===== config.mk =====
export PLATFORM = sky130hd
export DESIGN_NAME = pip_edge
export DESIGN_NICKNAME = d
export VERILOG_FILES = /design/src/pip_pkg.sv /design/src/pip_edge.sv
export SDC_FILE = /design/constraint.sdc
export NUM_CORES = 2
export LEC_CHECK = 0
export BUFFER_PORTS_ARGS = -buffer_cell sky130_fd_sc_hd__buf_2
export CORE_MARGIN = 3
export CORE_UTILIZATION = 46
export CTS_BUF_LIST = sky130_fd_sc_hd__clkbuf_4 sky130_fd_sc_hd__clkbuf_8
export DETAILED_ROUTE_END_ITERATION = 12
export GPL_TIMING_DRIVEN = 0
export SYNTH_ARGS = -nofsm -noshare
export SYNTH_HDL_FRONTEND = slang
export SYNTH_SLANG_ARGS = --single-unit

===== constraint.sdc =====
create_clock -name clock -period 6.8 [get_ports clock]
set_clock_uncertainty 0.15 [all_clocks]
set_input_delay 1.36 -clock clock [delete_from_list [all_inputs] [get_ports clock]]
set_output_delay 1.36 -clock clock [all_outputs]
set_load 0.01 [all_outputs]

===== src/pip_pkg.sv =====
// Package for the point-in-polygon test core: default sizes, item kind codes
// and the control structs passed between the top level and the edge unit.
// No dependencies.
package pip_pkg;

   localparam int MAX_VERTICES_DEF = 256;
   localparam int COORD_BITS_DEF   = 16;

   localparam logic KIND_LOAD  = 1'b0;
   localparam logic KIND_QUERY = 1'b1;

   // vertex stream from the RAM read port into the edge unit
   typedef struct packed {
      logic vld;
      logic first;   // vertex j = n-1, only primes the previous-vertex register
   } walk_type;

   // edge unit status back to the sequencer
   typedef struct packed {
      logic busy;
      logic hit_vld;
      logic hit;
   } edge_stat_type;

endpackage


===== src/pip_edge.sv =====
// Edge crossing unit: takes the stored vertices one per cycle and, for each
// edge (j, i), reports whether the horizontal ray from the point crosses it.
// Three stages: differences, products, compare. Depends on pip_pkg.
module pip_edge #(
   parameter int COORD_BITS = pip_pkg::COORD_BITS_DEF
) (
   input  logic                         clock,
   input  logic                         reset,
   input  pip_pkg::walk_type            walk,
   input  logic signed [COORD_BITS-1:0] vx,
   input  logic signed [COORD_BITS-1:0] vy,
   input  logic signed [COORD_BITS-1:0] px,
   input  logic signed [COORD_BITS-1:0] py,
   output pip_pkg::edge_stat_type       stat
);
   import pip_pkg::*;

   localparam int DW = COORD_BITS + 1;
   localparam int PW = 2 * DW;

   logic signed [COORD_BITS-1:0] prevx_ff, prevy_ff;

   logic signed [DW-1:0] dxp_in, dyd_in, dxe_in, dyp_in;
   logic                 cross_in, neg_in;
   logic signed [DW-1:0] dxp_ff, dyd_ff, dxe_ff, dyp_ff;
   logic                 cross_ff, neg_ff, s1_vld_ff;

   logic signed [PW-1:0] p1_in, p2_in, p1_ff, p2_ff;
   logic                 s2_cross_ff, s2_neg_ff, s2_vld_ff;

   logic                 hit_in, hit_ff, hit_vld_ff;

   // i = current vertex, j = previous one
   always_comb begin
      dxp_in   = $signed({px[COORD_BITS-1], px}) - $signed({vx[COORD_BITS-1], vx});
      dyd_in   = $signed({prevy_ff[COORD_BITS-1], prevy_ff})
               - $signed({vy[COORD_BITS-1], vy});
      dxe_in   = $signed({prevx_ff[COORD_BITS-1], prevx_ff})
               - $signed({vx[COORD_BITS-1], vx});
      dyp_in   = $signed({py[COORD_BITS-1], py}) - $signed({vy[COORD_BITS-1], vy});
      cross_in = (vy > py) != (prevy_ff > py);
      neg_in   = prevy_ff < vy;
   end

   assign p1_in  = dxp_ff * dyd_ff;
   assign p2_in  = dxe_ff * dyp_ff;
   assign hit_in = s2_cross_ff && (s2_neg_ff ? (p2_ff < p1_ff) : (p1_ff < p2_ff));

   always_ff @(posedge clock) begin
      if (reset) begin
         s1_vld_ff  <= 1'b0;
         s2_vld_ff  <= 1'b0;
         hit_vld_ff <= 1'b0;
      end else begin
         s1_vld_ff  <= walk.vld && !walk.first;
         s2_vld_ff  <= s1_vld_ff;
         hit_vld_ff <= s2_vld_ff;
      end
      if (walk.vld) begin
         prevx_ff <= vx;
         prevy_ff <= vy;
      end
      dxp_ff      <= dxp_in;
      dyd_ff      <= dyd_in;
      dxe_ff      <= dxe_in;
      dyp_ff      <= dyp_in;
      cross_ff    <= cross_in;
      neg_ff      <= neg_in;
      p1_ff       <= p1_in;
      p2_ff       <= p2_in;
      s2_cross_ff <= cross_ff;
      s2_neg_ff   <= neg_ff;
      hit_ff      <= hit_in;
   end

   assign stat.busy    = s1_vld_ff || s2_vld_ff || hit_vld_ff;
   assign stat.hit_vld = hit_vld_ff;
   assign stat.hit     = hit_ff;

endmodule


==> results by group <==
Cells and area
  – Post-route core utilization: 50.4%
  – Most common cell after layout, fill and taps aside: inv_1
  – Layout cells sized above 1: 8.59%
  – Nets@finish: 4172
  – Highest-count cells in the layout ignoring fill and taps: inv_1 (715), fa_1 (591), nand2_1 (305), and2_1 (297), ha_1 (284)
  – Area grow syn2layout: 7.47%
  – FILL cells: approximately 6000

Critical path
  – Slowest cell on the critical path: fa_1
  – Worst R2R Setup Slack: 0.25 ns
  – Worst R2R Path Depth: 23
  – Crit path required time: about 7 ns
  – Critical Path AT: 6.76 ns
  – CP Launch Type: flop
  – Crit-path cells: buf_4, nand2_1, fa_1, inv_1, fa_1, inv_1, fa_1, inv_1, fa_1, fa_1, inv_1, fa_1, inv_1, ha_2, and3_4, a221oi_4, o211ai_1, a31oi_2, o311ai_2, a21oi_2, o221ai_1, a21oi_1, xnor2_1
  – CP max FO: 10
  – RR Startpoint: dyp_ff[9]
  – Most common cell on crit path: fa_1
  – CP max stage delay: 0.53 ns
  – Crit path from: dyp_ff[9]
  – WS Path Type: flop to flop
  – CP Capture Type: flop

Clock network
  – Clock Sinks: ~180
  – TritonCTS buffer count: 17
  – TritonCTS clock tree: done
  – CTS max path bufs: 2
  – CTS Hold Bufs: 0
  – CTS root buf: clkbuf_8
  – H-tree Lvls: 4
  – Skew-Pair Late Insertion Delay: 0.48 ns
  – Clk pin slew, worst setup/hold paths: 0.10 ns

Logic synthesis
  – Ys flop type: dfxtp_1
  – EDFF count, synth: 32
  – Flops & latches, synth: 176
  – Syn Area/Cell: 9.51 um2
  – Mapped Nets: around 4100
  – Post-Syn Area: 29800 um2
  – Sequential fraction of the synthesis area: 12.9%
  – Ys Warns: 0
  – Yosys cell types: 73
  – FFs w/ async S/R, synth: 0%
  – Synth Instances: 3134

Global routing
  – Initial antenna violation count: 7
  – Largest net degree at the start of global routing: 34
  – Grt ovf: 0
  – Global-route wire length before repair: approximately 120 mm
  – Number of global-route vias before repair: roughly 23000
  – GRT Resource Usage Total: 22.6%

Drt
  – Vias/cell: 5.19
  – DRC violation count after routing: 0
  – Drt total wl: 71.5 mm
  – WL per Instance: 17.5 um
  – Detailed-route via count: 21195
  – Antenna-violating nets left: 0
  – DR pass1 iterations: 5
  – DR iter-0 viols: 1000

Placed design
  – Post-DP HPWL: 63.1 mm
  – Gp weighted congestion: 0.916
  – Port bufs: 70

Timing
  – Final Cycle Share: 96.3%
  – Hold slack: 0.191 ns
  – Slew Viols, Final: 0
  – Relative slew slack: 40.9%
  – Fin. Hold Viols: 0
  – Least-Margin Pin Slew: 0.887 ns
  – Fmax: 0.153 GHz
  – Minimum clock period: around 6.6 ns
  – Setup TNS: 0 ns
  – Finish-stage setup viols: 0

Die
  – Initial Util: 46.9%
  – Num ports: 71
  – Die Span X: 261 um
  – Row count: 92
  – Die height: roughly 260 um
  – Die area: 67900 um2
  – Core area: 63500 um2

Worst hold path
  – Hold Crit Depth: 0
  – Hold Startpoint: neg_ff
  – Hold WC Path Type: flop to flop

Outcome
  – Status: finished, final reports clean

Job
  – Max cap viols: 0
==> worst paths after layout <==
| check | end |
|---|---|
| setup / recovery | p2_ff[33] |
| hold / removal | s2_neg_ff |
| hold reg to reg | s2_neg_ff |
| setup reg to reg | p2_ff[33] |
==> through the flow <==
step           instance area (um2)  worst slack, ns  instances
6_report                     32000            0.249       4085
5_1_grt                      32000         -0.00219       4081
4_1_cts                      31700          0.00165       4074
3_5_place_dp                 31200           -0.609       4050
3_3_place_gp                 31200           -0.477       4050
2_1_floorplan                29800            0.665       3134
==> final cells by class <==
| cell class | count | area (um2) | share of cell area (%) |
|---|---|---|---|
| tap | 846 | 1060 | 3.30 |
| clock inverter | 14 | 178 | 0.555 |
| multi-input combinational | 2160 | 23000 | 71.9 |
| timing repair buffer | 80 | 425 | 1.33 |
| antenna | 4 | 10.0 | 0.0312 |
| clock buffer | 18 | 241 | 0.754 |
| buffer | 71 | 439 | 1.37 |
| sequential | 176 | 3960 | 12.3 |
| inverter | 716 | 2690 | 8.40 |
==> logic make-up (layout without fill, tap and decap cells) <==
| logic type | after synthesis | after routing | share of synthesized area [%] |
|---|---|---|---|
| fa+ha+maj | 882 | 882 | 52.0 |
| simple gates | 865 | 865 | 14.6 |
| buf+inv | 798 | 899 | 10.1 |
| compound gates | 295 | 295 | 6.91 |
| flops | 176 | 176 | 12.9 |
| xor+xnor | 116 | 116 | 3.41 |
| mux | 2 | 2 | 0.0672 |
| other cells | 0 | 4 | 0 |
==> state kept, by name (all words and copies together) (netlist names) <==
register,count
s2_neg_ff,1
dyp_ff,17
dxp_ff,17
p1_ff,34
cross_ff,1
hit_ff,1
p2_ff,34
s2_cross_ff,1
hit_vld_ff,1
neg_ff,1
s1_vld_ff,1
prevy_ff,16
s2_vld_ff,1
prevx_ff,16
dxe_ff,17
dyd_ff,17
==> synthesized netlist by cell type (5+ instances only) <==
| cell | n | area [um2] |
|---|---|---|
| a2111oi_0 | 8 | 70.1 |
| a211oi_1 | 8 | 60.1 |
| a21o_1 | 35 | 263 |
| a21oi_1 | 84 | 420 |
| a31oi_1 | 6 | 37.5 |
| and2_1 | 297 | 1860 |
| and3_1 | 11 | 68.8 |
| clkbuf_1 | 77 | 289 |
| dfxtp_1 | 144 | 2880 |
| edfxtp_1 | 32 | 961 |
| fa_1 | 596 | 11900 |
| ha_1 | 286 | 3580 |
| inv_1 | 716 | 2690 |
| nand2_1 | 305 | 1140 |
| nand2b_1 | 22 | 138 |
| nand3_1 | 25 | 125 |
| nand4_1 | 15 | 93.8 |
| nor2_1 | 107 | 402 |
| nor2b_1 | 28 | 175 |
| nor3_1 | 29 | 145 |
| o21a_1 | 27 | 203 |
| o21ai_0 | 41 | 205 |
| o21ai_1 | 9 | 45.0 |
| o21bai_1 | 9 | 67.6 |
| o31a_1 | 5 | 43.8 |
| or3_1 | 11 | 68.8 |
| xnor2_1 | 98 | 858 |
| xor2_1 | 18 | 158 |
==> repair_timing <==
| action | 4_1_cts | 5_1_grt |
|---|---|---|
| buffers inserted | 0 | 10 |
| pin swaps | 1 | 6 |
| cloned | 0 | 0 |
| gates resized for setup | 87 | 146 |
| setup endpoints to repair | 22 | 16 |
==> metal layers <==
| metal | track usage [%] | part of all wire (%) |
|---|---|---|
| met5 | 0 | 0.085 |
| met4 | 3.89 | 1.7 |
| met3 | 3.33 | 5.0 |
| met2 | 38.8 | 49 |
| met1 | 30.9 | 44 |
==> critical path, delay by kind of cell, from the launching register on <==
family                     cells  cell delay, ns
adders and majority gates      7            3.31
buffers and inverters          6            0.47
and+or+nand+nor                2            0.31
AOI/OAI and AO/OA              7            1.53
DFF                            1            0.44
xor gates and xnor gates       1            0.19
Power is not shown: default switching activity piles up to over one toggle a cycle in this logic, so the estimate is an artifact.
